File: src/rtl/core/plbc_pkg.sv
package plbc_pkg;

   localparam int unsigned PLBC_NAME_MAX        = 30;
   localparam int unsigned PLBC_COUNT_WIDTH     = 16;
   localparam int unsigned PLBC_INDEL_LEN_WIDTH = 16;

   localparam int unsigned PLBC_OUT_COUNT_WIDTH = 16;
   localparam int unsigned PLBC_POS_WIDTH       = 32;
   localparam int unsigned PLBC_NUM_COUNTERS    = 8;

   localparam logic [7:0] PLBC_CHAR_TAB   = 8'h09;
   localparam logic [7:0] PLBC_CHAR_NL    = 8'h0A;
   localparam logic [7:0] PLBC_CHAR_STAR  = 8'h2A;
   localparam logic [7:0] PLBC_CHAR_PLUS  = 8'h2B;
   localparam logic [7:0] PLBC_CHAR_COMMA = 8'h2C;
   localparam logic [7:0] PLBC_CHAR_MINUS = 8'h2D;
   localparam logic [7:0] PLBC_CHAR_DOT   = 8'h2E;
   localparam logic [7:0] PLBC_CHAR_ZERO  = 8'h30;
   localparam logic [7:0] PLBC_CHAR_NINE  = 8'h39;
   localparam logic [7:0] PLBC_CHAR_UP_A  = 8'h41;
   localparam logic [7:0] PLBC_CHAR_UP_C  = 8'h43;
   localparam logic [7:0] PLBC_CHAR_UP_G  = 8'h47;
   localparam logic [7:0] PLBC_CHAR_UP_N  = 8'h4E;
   localparam logic [7:0] PLBC_CHAR_UP_T  = 8'h54;
   localparam logic [7:0] PLBC_CHAR_CARET = 8'h5E;
   localparam logic [7:0] PLBC_CHAR_LO_A  = 8'h61;
   localparam logic [7:0] PLBC_CHAR_LO_C  = 8'h63;
   localparam logic [7:0] PLBC_CHAR_LO_G  = 8'h67;
   localparam logic [7:0] PLBC_CHAR_LO_T  = 8'h74;

   // Counter slots: A0 C1 T2 G3 on the forward strand, plus four for reverse.
   localparam logic [2:0] PLBC_SLOT_FWD_A = 3'd0;
   localparam logic [2:0] PLBC_SLOT_FWD_C = 3'd1;
   localparam logic [2:0] PLBC_SLOT_FWD_T = 3'd2;
   localparam logic [2:0] PLBC_SLOT_FWD_G = 3'd3;
   localparam logic [2:0] PLBC_SLOT_REV_A = 3'd4;
   localparam logic [2:0] PLBC_SLOT_REV_C = 3'd5;
   localparam logic [2:0] PLBC_SLOT_REV_T = 3'd6;
   localparam logic [2:0] PLBC_SLOT_REV_G = 3'd7;

   typedef enum logic [3:0] {
      PH_CHROM      = 4'd0,
      PH_POS        = 4'd1,
      PH_POS_SKIP   = 4'd2,
      PH_REF        = 4'd3,
      PH_REF_SKIP   = 4'd4,
      PH_DEPTH_SKIP = 4'd5,
      PH_PILE       = 4'd6,
      PH_INDEL_NUM  = 4'd7,
      PH_INDEL_SKIP = 4'd8,
      PH_SKIP_ONE   = 4'd9,
      PH_TO_NL      = 4'd10
   } plbc_phase_type;

   typedef struct packed {
      logic [PLBC_POS_WIDTH-1:0]       line_position;
      logic [PLBC_OUT_COUNT_WIDTH-1:0] fwd_a;
      logic [PLBC_OUT_COUNT_WIDTH-1:0] fwd_c;
      logic [PLBC_OUT_COUNT_WIDTH-1:0] fwd_g;
      logic [PLBC_OUT_COUNT_WIDTH-1:0] fwd_t;
      logic [PLBC_OUT_COUNT_WIDTH-1:0] rev_a;
      logic [PLBC_OUT_COUNT_WIDTH-1:0] rev_c;
      logic [PLBC_OUT_COUNT_WIDTH-1:0] rev_g;
      logic [PLBC_OUT_COUNT_WIDTH-1:0] rev_t;
      logic [PLBC_OUT_COUNT_WIDTH-1:0] deletion_total;
      logic                            name_truncated;
   } plbc_line_result_type;

   function automatic logic plbc_is_digit(input logic [7:0] c);
      return (c >= PLBC_CHAR_ZERO) && (c <= PLBC_CHAR_NINE);
   endfunction

   function automatic logic [2:0] plbc_base_slot(input logic [7:0] c);
      return {c[5], c[2:1]};
   endfunction

endpackage

File: src/rtl/core/plbc_stream_if.sv
interface plbc_req_if;
   logic       valid;
   logic       ready;
   logic [7:0] in_byte;

   modport source (output valid, output in_byte, input ready);
   modport sink (input valid, input in_byte, output ready);
endinterface

interface plbc_rsp_if;
   logic        valid;
   logic        ready;
   logic [31:0] line_position;
   logic [15:0] fwd_a;
   logic [15:0] fwd_c;
   logic [15:0] fwd_g;
   logic [15:0] fwd_t;
   logic [15:0] rev_a;
   logic [15:0] rev_c;
   logic [15:0] rev_g;
   logic [15:0] rev_t;
   logic [15:0] deletion_total;
   logic        name_truncated;

   modport source (
      output valid, output line_position,
      output fwd_a, output fwd_c, output fwd_g, output fwd_t,
      output rev_a, output rev_c, output rev_g, output rev_t,
      output deletion_total, output name_truncated,
      input ready
   );
   modport sink (
      input valid, input line_position,
      input fwd_a, input fwd_c, input fwd_g, input fwd_t,
      input rev_a, input rev_c, input rev_g, input rev_t,
      input deletion_total, input name_truncated,
      output ready
   );
endinterface

File: src/rtl/core/plbc_line_parser.sv
module plbc_line_parser
   import plbc_pkg::*;
#(
   parameter int unsigned NAME_MAX        = PLBC_NAME_MAX,
   parameter int unsigned COUNT_WIDTH     = PLBC_COUNT_WIDTH,
   parameter int unsigned INDEL_LEN_WIDTH = PLBC_INDEL_LEN_WIDTH
) (
   input  logic                 clock,
   input  logic                 reset,
   input  logic                 byte_take,
   input  logic [7:0]           byte_data,
   output logic                 line_done,
   output plbc_line_result_type line_result
);

   localparam int unsigned NameLenWidth = $clog2(NAME_MAX + 1);

   plbc_phase_type             phase_ff, phase_in;
   logic [PLBC_POS_WIDTH-1:0]  pos_ff, pos_in;
   logic [COUNT_WIDTH-1:0]     count_ff [PLBC_NUM_COUNTERS];
   logic [COUNT_WIDTH-1:0]     count_in [PLBC_NUM_COUNTERS];
   logic [COUNT_WIDTH-1:0]     del_ff, del_in;
   logic [1:0]                 ref_ff, ref_in;
   logic                       ref_n_ff, ref_n_in;
   logic [INDEL_LEN_WIDTH-1:0] skip_ff, skip_in;
   logic [NameLenWidth-1:0]    name_len_ff, name_len_in;
   logic                       trunc_ff, trunc_in;

   logic [PLBC_POS_WIDTH+3:0]  pos_mul;
   logic [INDEL_LEN_WIDTH+3:0] skip_mul;
   logic [INDEL_LEN_WIDTH-1:0] skip_dec;
   logic                       do_pile;
   logic                       clear_line;
   logic                       bump;
   logic [2:0]                 bump_slot;
   logic [31:0]                count_wide [PLBC_NUM_COUNTERS];
   logic [31:0]                del_wide;

   function automatic logic [COUNT_WIDTH-1:0] sat_inc(input logic [COUNT_WIDTH-1:0] v);
      return (v == {COUNT_WIDTH{1'b1}}) ? v : v + 1'b1;
   endfunction

   assign pos_mul = ({4'd0, pos_ff} << 3) + ({4'd0, pos_ff} << 1)
                  + (PLBC_POS_WIDTH+4)'(byte_data[3:0]);
   assign skip_mul = ({4'd0, skip_ff} << 3) + ({4'd0, skip_ff} << 1)
                   + (INDEL_LEN_WIDTH+4)'(byte_data[3:0]);
   assign skip_dec = skip_ff - 1'b1;

   always_comb begin
      phase_in    = phase_ff;
      pos_in      = pos_ff;
      del_in      = del_ff;
      ref_in      = ref_ff;
      ref_n_in    = ref_n_ff;
      skip_in     = skip_ff;
      name_len_in = name_len_ff;
      trunc_in    = trunc_ff;
      for (int i = 0; i < PLBC_NUM_COUNTERS; i++) begin
         count_in[i] = count_ff[i];
      end
      do_pile    = 1'b0;
      clear_line = 1'b0;
      line_done  = 1'b0;
      bump       = 1'b0;
      bump_slot  = PLBC_SLOT_FWD_A;

      if (byte_take) begin
         case (phase_ff)
            PH_CHROM: begin
               if (byte_data == PLBC_CHAR_TAB) begin
                  phase_in = PH_POS;
               end else if (name_len_ff >= NameLenWidth'(NAME_MAX)) begin
                  trunc_in = 1'b1;
               end else begin
                  name_len_in = name_len_ff + 1'b1;
               end
            end
            PH_POS: begin
               if (plbc_is_digit(byte_data)) begin
                  pos_in = (pos_mul[PLBC_POS_WIDTH+3:PLBC_POS_WIDTH] != 4'd0)
                         ? {PLBC_POS_WIDTH{1'b1}} : pos_mul[PLBC_POS_WIDTH-1:0];
               end else if (byte_data == PLBC_CHAR_TAB) begin
                  phase_in = PH_REF;
               end else begin
                  phase_in = PH_POS_SKIP;
               end
            end
            PH_POS_SKIP: begin
               if (byte_data == PLBC_CHAR_TAB) begin
                  phase_in = PH_REF;
               end
            end
            PH_REF: begin
               ref_in   = byte_data[2:1];
               ref_n_in = (byte_data == PLBC_CHAR_UP_N);
               phase_in = PH_REF_SKIP;
            end
            PH_REF_SKIP: begin
               if (byte_data == PLBC_CHAR_TAB) begin
                  phase_in = PH_DEPTH_SKIP;
               end
            end
            PH_DEPTH_SKIP: begin
               if (byte_data == PLBC_CHAR_TAB) begin
                  phase_in = PH_PILE;
               end
            end
            PH_INDEL_NUM: begin
               if (plbc_is_digit(byte_data)) begin
                  skip_in = (skip_mul[INDEL_LEN_WIDTH+3:INDEL_LEN_WIDTH] != 4'd0)
                          ? {INDEL_LEN_WIDTH{1'b1}} : skip_mul[INDEL_LEN_WIDTH-1:0];
               end else if (skip_ff == '0) begin
                  phase_in = PH_PILE;
                  do_pile  = 1'b1;
               end else begin
                  skip_in  = skip_dec;
                  phase_in = (skip_dec == '0) ? PH_PILE : PH_INDEL_SKIP;
               end
            end
            PH_INDEL_SKIP: begin
               if (skip_ff != '0) begin
                  skip_in = skip_dec;
               end
               if ((skip_ff == '0) || (skip_dec == '0)) begin
                  phase_in = PH_PILE;
               end
            end
            PH_SKIP_ONE: begin
               phase_in = PH_PILE;
            end
            PH_TO_NL: begin
               if (byte_data == PLBC_CHAR_NL) begin
                  line_done  = 1'b1;
                  clear_line = 1'b1;
               end
            end
            PH_PILE: begin
               do_pile = 1'b1;
            end
            default: begin
               clear_line = 1'b1;
            end
         endcase

         if (do_pile) begin
            case (byte_data)
               PLBC_CHAR_NL: begin
                  line_done  = 1'b1;
                  clear_line = 1'b1;
               end
               PLBC_CHAR_TAB: begin
                  phase_in = PH_TO_NL;
               end
               PLBC_CHAR_STAR: begin
                  del_in = sat_inc(del_ff);
               end
               PLBC_CHAR_PLUS, PLBC_CHAR_MINUS: begin
                  skip_in  = '0;
                  phase_in = PH_INDEL_NUM;
               end
               PLBC_CHAR_DOT: begin
                  bump      = !ref_n_ff;
                  bump_slot = {1'b0, ref_ff};
               end
               PLBC_CHAR_COMMA: begin
                  bump      = !ref_n_ff;
                  bump_slot = {1'b1, ref_ff};
               end
               PLBC_CHAR_CARET: begin
                  phase_in = PH_SKIP_ONE;
               end
               PLBC_CHAR_UP_A, PLBC_CHAR_UP_C, PLBC_CHAR_UP_G, PLBC_CHAR_UP_T,
               PLBC_CHAR_LO_A, PLBC_CHAR_LO_C, PLBC_CHAR_LO_G, PLBC_CHAR_LO_T: begin
                  bump      = 1'b1;
                  bump_slot = plbc_base_slot(byte_data);
               end
               default: begin
               end
            endcase
         end

         if (bump) begin
            count_in[bump_slot] = sat_inc(count_ff[bump_slot]);
         end

         if (clear_line) begin
            phase_in    = PH_CHROM;
            pos_in      = '0;
            del_in      = '0;
            skip_in     = '0;
            name_len_in = '0;
            trunc_in    = 1'b0;
            for (int i = 0; i < PLBC_NUM_COUNTERS; i++) begin
               count_in[i] = '0;
            end
         end
      end
   end

   always_ff @(posedge clock) begin
      if (reset) begin
         phase_ff    <= PH_CHROM;
         pos_ff      <= '0;
         del_ff      <= '0;
         ref_ff      <= '0;
         ref_n_ff    <= 1'b0;
         skip_ff     <= '0;
         name_len_ff <= '0;
         trunc_ff    <= 1'b0;
         for (int i = 0; i < PLBC_NUM_COUNTERS; i++) begin
            count_ff[i] <= '0;
         end
      end else begin
         phase_ff    <= phase_in;
         pos_ff      <= pos_in;
         del_ff      <= del_in;
         ref_ff      <= ref_in;
         ref_n_ff    <= ref_n_in;
         skip_ff     <= skip_in;
         name_len_ff <= name_len_in;
         trunc_ff    <= trunc_in;
         for (int i = 0; i < PLBC_NUM_COUNTERS; i++) begin
            count_ff[i] <= count_in[i];
         end
      end
   end

   always_comb begin
      for (int i = 0; i < PLBC_NUM_COUNTERS; i++) begin
         count_wide[i] = 32'(count_ff[i]);
      end
      del_wide = 32'(del_ff);
   end

   assign line_result.line_position  = pos_ff;
   assign line_result.fwd_a          = count_wide[PLBC_SLOT_FWD_A][15:0];
   assign line_result.fwd_c          = count_wide[PLBC_SLOT_FWD_C][15:0];
   assign line_result.fwd_g          = count_wide[PLBC_SLOT_FWD_G][15:0];
   assign line_result.fwd_t          = count_wide[PLBC_SLOT_FWD_T][15:0];
   assign line_result.rev_a          = count_wide[PLBC_SLOT_REV_A][15:0];
   assign line_result.rev_c          = count_wide[PLBC_SLOT_REV_C][15:0];
   assign line_result.rev_g          = count_wide[PLBC_SLOT_REV_G][15:0];
   assign line_result.rev_t          = count_wide[PLBC_SLOT_REV_T][15:0];
   assign line_result.deletion_total = del_wide[15:0];
   assign line_result.name_truncated = trunc_ff;

endmodule

File: src/rtl/core/pileup_line_base_counter.sv
// Pileup line counter: takes one byte of pileup text per item and may accept a new
// item in every cycle. Each byte updates the line state in the cycle in which it is
// accepted; the newline that ends a line loads its position, the eight strand counts,
// the deletion count and the truncation flag into the result register, where they
// appear in the next cycle. The only back-pressure comes from that single result
// register: req_if.ready falls only while a finished line waits in it and the sink
// does not take it in the same cycle.
module pileup_line_base_counter
   import plbc_pkg::*;
#(
   parameter int unsigned NAME_MAX        = PLBC_NAME_MAX,
   parameter int unsigned COUNT_WIDTH     = PLBC_COUNT_WIDTH,
   parameter int unsigned INDEL_LEN_WIDTH = PLBC_INDEL_LEN_WIDTH
) (
   input  logic        clock,
   input  logic        reset,
   plbc_req_if.sink    req_if,
   plbc_rsp_if.source  rsp_if
);

   logic                 byte_take;
   logic                 line_done;
   plbc_line_result_type line_result;
   logic                 rsp_valid_ff, rsp_valid_in;
   plbc_line_result_type rsp_data_ff;

   assign req_if.ready = !rsp_valid_ff || rsp_if.ready;
   assign byte_take    = req_if.valid && req_if.ready;

   plbc_line_parser #(
      .NAME_MAX        (NAME_MAX),
      .COUNT_WIDTH     (COUNT_WIDTH),
      .INDEL_LEN_WIDTH (INDEL_LEN_WIDTH)
   ) u_parser (
      .clock       (clock),
      .reset       (reset),
      .byte_take   (byte_take),
      .byte_data   (req_if.in_byte),
      .line_done   (line_done),
      .line_result (line_result)
   );

   always_comb begin
      if (line_done) begin
         rsp_valid_in = 1'b1;
      end else if (rsp_if.ready) begin
         rsp_valid_in = 1'b0;
      end else begin
         rsp_valid_in = rsp_valid_ff;
      end
   end

   always_ff @(posedge clock) begin
      if (reset) begin
         rsp_valid_ff <= 1'b0;
      end else begin
         rsp_valid_ff <= rsp_valid_in;
      end
   end

   always_ff @(posedge clock) begin
      if (line_done) begin
         rsp_data_ff <= line_result;
      end
   end

   assign rsp_if.valid          = rsp_valid_ff;
   assign rsp_if.line_position  = rsp_data_ff.line_position;
   assign rsp_if.fwd_a          = rsp_data_ff.fwd_a;
   assign rsp_if.fwd_c          = rsp_data_ff.fwd_c;
   assign rsp_if.fwd_g          = rsp_data_ff.fwd_g;
   assign rsp_if.fwd_t          = rsp_data_ff.fwd_t;
   assign rsp_if.rev_a          = rsp_data_ff.rev_a;
   assign rsp_if.rev_c          = rsp_data_ff.rev_c;
   assign rsp_if.rev_g          = rsp_data_ff.rev_g;
   assign rsp_if.rev_t          = rsp_data_ff.rev_t;
   assign rsp_if.deletion_total = rsp_data_ff.deletion_total;
   assign rsp_if.name_truncated = rsp_data_ff.name_truncated;

endmodule
File: src/flat_wrapper.sv
// flat-port wrapper written by rule: the top's interface ports become plain ports
module pileup_line_base_counter_flat import plbc_pkg::*;
#(
   parameter int unsigned NAME_MAX        = PLBC_NAME_MAX,
   parameter int unsigned COUNT_WIDTH     = PLBC_COUNT_WIDTH,
   parameter int unsigned INDEL_LEN_WIDTH = PLBC_INDEL_LEN_WIDTH
)
  (clock, reset, req_if_valid, req_if_in_byte, req_if_ready, rsp_if_valid, rsp_if_line_position, rsp_if_fwd_a, rsp_if_fwd_c, rsp_if_fwd_g, rsp_if_fwd_t, rsp_if_rev_a, rsp_if_rev_c, rsp_if_rev_g, rsp_if_rev_t, rsp_if_deletion_total, rsp_if_name_truncated, rsp_if_ready);
  plbc_req_if req_if_i ();
  plbc_rsp_if rsp_if_i ();
  input  logic clock;
  input  logic reset;
  input wire logic [$bits(req_if_i.valid)-1:0] req_if_valid;
  input wire logic [$bits(req_if_i.in_byte)-1:0] req_if_in_byte;
  output wire logic [$bits(req_if_i.ready)-1:0] req_if_ready;
  output wire logic [$bits(rsp_if_i.valid)-1:0] rsp_if_valid;
  output wire logic [$bits(rsp_if_i.line_position)-1:0] rsp_if_line_position;
  output wire logic [$bits(rsp_if_i.fwd_a)-1:0] rsp_if_fwd_a;
  output wire logic [$bits(rsp_if_i.fwd_c)-1:0] rsp_if_fwd_c;
  output wire logic [$bits(rsp_if_i.fwd_g)-1:0] rsp_if_fwd_g;
  output wire logic [$bits(rsp_if_i.fwd_t)-1:0] rsp_if_fwd_t;
  output wire logic [$bits(rsp_if_i.rev_a)-1:0] rsp_if_rev_a;
  output wire logic [$bits(rsp_if_i.rev_c)-1:0] rsp_if_rev_c;
  output wire logic [$bits(rsp_if_i.rev_g)-1:0] rsp_if_rev_g;
  output wire logic [$bits(rsp_if_i.rev_t)-1:0] rsp_if_rev_t;
  output wire logic [$bits(rsp_if_i.deletion_total)-1:0] rsp_if_deletion_total;
  output wire logic [$bits(rsp_if_i.name_truncated)-1:0] rsp_if_name_truncated;
  input wire logic [$bits(rsp_if_i.ready)-1:0] rsp_if_ready;
  assign req_if_i.valid = req_if_valid;
  assign req_if_i.in_byte = req_if_in_byte;
  assign req_if_ready = req_if_i.ready;
  assign rsp_if_valid = rsp_if_i.valid;
  assign rsp_if_line_position = rsp_if_i.line_position;
  assign rsp_if_fwd_a = rsp_if_i.fwd_a;
  assign rsp_if_fwd_c = rsp_if_i.fwd_c;
  assign rsp_if_fwd_g = rsp_if_i.fwd_g;
  assign rsp_if_fwd_t = rsp_if_i.fwd_t;
  assign rsp_if_rev_a = rsp_if_i.rev_a;
  assign rsp_if_rev_c = rsp_if_i.rev_c;
  assign rsp_if_rev_g = rsp_if_i.rev_g;
  assign rsp_if_rev_t = rsp_if_i.rev_t;
  assign rsp_if_deletion_total = rsp_if_i.deletion_total;
  assign rsp_if_name_truncated = rsp_if_i.name_truncated;
  assign rsp_if_i.ready = rsp_if_ready;
  pileup_line_base_counter #(.NAME_MAX(NAME_MAX), .COUNT_WIDTH(COUNT_WIDTH), .INDEL_LEN_WIDTH(INDEL_LEN_WIDTH)) u_core (.clock(clock), .reset(reset), .req_if(req_if_i), .rsp_if(rsp_if_i));
endmodule
File: config.mk
export PLATFORM = sky130hd
export DESIGN_NAME = pileup_line_base_counter_flat
export DESIGN_NICKNAME = d
export VERILOG_FILES = /design/src/rtl/core/plbc_pkg.sv /design/src/rtl/core/plbc_stream_if.sv /design/src/rtl/core/plbc_line_parser.sv /design/src/rtl/core/pileup_line_base_counter.sv /design/src/flat_wrapper.sv
export SDC_FILE = /design/constraint.sdc
export NUM_CORES = 1
export LEC_CHECK = 0
export BUFFER_PORTS_ARGS = -buffer_cell sky130_fd_sc_hd__buf_2
export CAP_MARGIN = 20
export CORE_MARGIN = 10
export CORE_UTILIZATION = 40
export DETAILED_ROUTE_END_ITERATION = 10
export PLACE_DENSITY = 0.54
export SYNTH_ARGS = -nofsm -noshare
export SYNTH_HDL_FRONTEND = slang
export SYNTH_HIERARCHICAL = 1
export SYNTH_SLANG_ARGS = --single-unit
File: constraint.sdc
create_clock -name clock -period 23 [get_ports clock]
set_input_delay 4.6 -clock clock [delete_from_list [all_inputs] [get_ports clock]]
set_output_delay 4.6 -clock clock [all_outputs]
set_load 0.02 [all_outputs]
==> metrics <==
CP top delay family compound AO/OA/AOI/OAI gates; Die Width 234 um; Compound-Gate Fraction of Synth Area 18.3%; critical path peak fanout 20; final setup margin 13190 ps; setup tns final 0 ps; Setup crit start req_if_in_byte[3]; final hold vios 0; flop2flop setup slack 16350 ps; 1st-iter DRT viols 1304; All-Layer GR Usage 19.9%; pin count of the biggest net entering global routing 69; CTS tree built; area of the multi-input gates 8500 sq um; Worst setup SP type input pin; vias in the first global route 14249; hold-critical path depth 0; Area Growth Syn to Fin 16.0%; final hold slack 428 ps; Clk Latency, worst-skew pair 570 ps; ys async rst share 0%; r2r worst-path depth 16; share of the synthesized area in the top cell type 29.0%; RR Endpoint u_core/u_parser/count_ff[7][1]; WL per Instance 21.5 um; CP required between 20000 and 25000 ps; Worst-Margin Slew ~1200 ps; Initial Utilization between 40% and 50%; Synth Net Count 1887; Die Ht approximately 230 um; H-Tree Depth 2; Syn Inst Count 1771; Fillers between 4000 and 5000; core region area about 45000 sq um; routed vias ~15000; Max Clock Skew 20.4 ps; adder-cell share of the synthesized area under 10%; full die area between 50000 and 60000 sq um; Post-DRT Antenna Nets 0; DP HPWL about 40000 um; library cells used by synthesis between 90 and 100; post-route DRC violation count 0; largest family of logic cells by synthesized area compound AO/OA/AOI/OAI gates; io pins roughly 190; Setup CP Type in -> reg; cells along the critical path buf_2 -> nor3b_1 -> nand2_1 -> o21a_1 -> a31oi_2 -> o221ai_1 -> a2111oi_4 -> ha_1 -> nand4bb_1 -> nor4_2 -> nand4_4 -> nor2_4 -> mux2i_1 -> o21ai_0; XOR/XNOR Fraction of Synth Area 3.17%; Slew headroom 22.3%; # rows 78; Final setup viols 0; clk slew on worst S/H paths 60 ps; f_max 102 MHz; worst slack at placement 12770 ps; Hold Crit Class reg -> reg; Pins Over Slew Limit 0; CTS sink count 383; ant diodes 0; first-pass GRT wire length 85400 um; layout cell share with drive strength beyond 1 16.9%; Sequential Area between 9000 and 10000 sq um; Max clock buf depth 3; R2R Path Start u_core/u_parser/skip_ff[0]; Cell Area, Synth approximately 18000 sq um; largest area contributor in the netlist edfxtp_1; antenna violations before repair 2; status finished, final reports clean; most common cell after layout, fill and taps aside dfxtp_1; Remaining Overflow, GRT 0; Critical Path Sink Type flip-flop; final worst path period share between 40% and 50%; Max IR drop VDD ~0.000043 V; cts hold-fix bufs 0; Yosys warning count 6; power density cells 65.1 nW/um^2; drt first pass iters 6; Synth Register Bits 383; sequential-to-total area share from yosys stat 51.5%; Simple-Gate Fraction of Synth Area ~16%; Hold Crit Start u_core/u_parser/trunc_ff; max-cap violations 0; vias per inst 5.73; most frequent cells in the layout dfxtp_1, nand2_1, buf_2; fin nets 2066; minimum clock period slightly below 10000 ps; port bufs 190; cts bufs inserted 42; P_leak 7.80 nW; number of synthesized flops with an enable pin between 150 and 200; post-synthesis average cell area slightly above 10 sq um; Buf/Inv on CP 1; CTS resizes 0; hold worst-path end u_core/rsp_if.name_truncated; Layout Utilization 46.9%; Root Buffer clkbuf_16; WP data arrival between 10000 and 15000 ps; Synth Flop Type dfxtp_1; placer congestion estimate approximately 0.9; setup bufs post-CTS 0; Synth area leaders edfxtp_1, dfxtp_1, ha_1; RSZ-0062 raised after global routing false; crit-path max cell delay between 800 and 900 ps; Crit-path slowest cell nor3b_1; mux cell area share after synthesis 1.69%; final WL between 50000 and 60000 um
-- cells in the mapped netlist (all sizes together), types with 14 or more instances --
cell type  number
mux2i          28
a31oi          15
nor2          134
ha            100
clkbuf         62
a21oi         107
nand2         203
edfxtp        177
xor2           25
buf            19
a21o           30
nand4          17
nor3           47
inv            26
xnor2          38
nor2b          15
or3            22
nor4           17
a22o           52
nand2b         14
nand3          47
dfxtp         206
o21ai         173
-- cells by family after synthesis --
| family | count (synthesis) |
|---|---|
| xor+xnor | 63 |
| fa+ha+maj | 104 |
| buf+inv | 107 |
| mux | 30 |
| simple gates | 577 |
| flops | 383 |
| compound gates | 507 |
-- report_power, final --
group          internal, W  switching, W
Sequential        0.000706   0.000000355
Clock             0.000385      0.000271
Combinational   0.00000472     0.0000171
-- registers in the layout, summed over array words and instances (netlist names), 5 cells and up --
signal,flops
u_core/u_parser/count_ff,128
u_core/rsp_if.line_position,32
u_core/u_parser/pos_ff,32
u_core/rsp_if.deletion_total,16
u_core/rsp_if.fwd_a,16
u_core/rsp_if.fwd_c,16
u_core/rsp_if.fwd_g,16
u_core/rsp_if.fwd_t,16
u_core/rsp_if.rev_a,16
u_core/rsp_if.rev_c,16
u_core/rsp_if.rev_g,16
u_core/rsp_if.rev_t,16
u_core/u_parser/del_ff,16
u_core/u_parser/skip_ff,16
u_core/u_parser/name_len_ff,5
-- worst max-delay path by stage --
stage | end | cells past startpoint
global placement | u_core/u_parser/count_ff[5][1] | 14
CTS | u_core/u_parser/count_ff[7][1] | 14
finish | u_core/u_parser/count_ff[7][1] | 14
global route | u_core/u_parser/count_ff[7][1] | 14
detailed placement | u_core/u_parser/count_ff[0][1] | 14
floorplan | u_core/rsp_if.valid | 10
-- worst register-to-register path, delay by kind of cell (launching register included) --
| kind | cells | cell delay (ps) |
|---|---|---|
| adder cells (fa/ha/maj) | 2 | 630 |
| flip-flops | 1 | 460 |
| AND/OR/NAND/NOR | 6 | 2480 |
| multiplexers | 1 | 580 |
| AO/OA/AOI/OAI | 5 | 1940 |
| buffers and inverters | 2 | 400 |
-- per-layer routing --
metal  part of all wire (%)  global-route usage [%]  vias up
li1                       -                       -     6995
met1                     43                    26.5     7165
met2                     47                    32.4      544
met3                    7.0                    3.77       89
met4                    2.2                    5.89        0
met5                      0                       0        -
-- stage by stage --
step | cell area [sq um] | total power (W) | instances
after global routing | 21300 | 0.00143 | 2583
after CTS | 21300 | 0.00140 | 2581
after global placement | 19900 | 0.000743 | 2504
after detailed placement | 19900 | 0.000743 | 2504
final | 21300 | 0.00138 | 2583
after floorplan | 18300 | 0.000734 | 1771
-- layout make-up --
class,instances,area share [%]
Sequential cell,383,44.4
Multi-Input combinational cell,1281,39.9
Clock buffer,61,5.78
Timing Repair Buffer,216,5.37
Tap cell,600,3.53
Clock inverter,16,0.576
Inverter,26,0.459
Note: power is estimated with default switching activity, not from simulation.
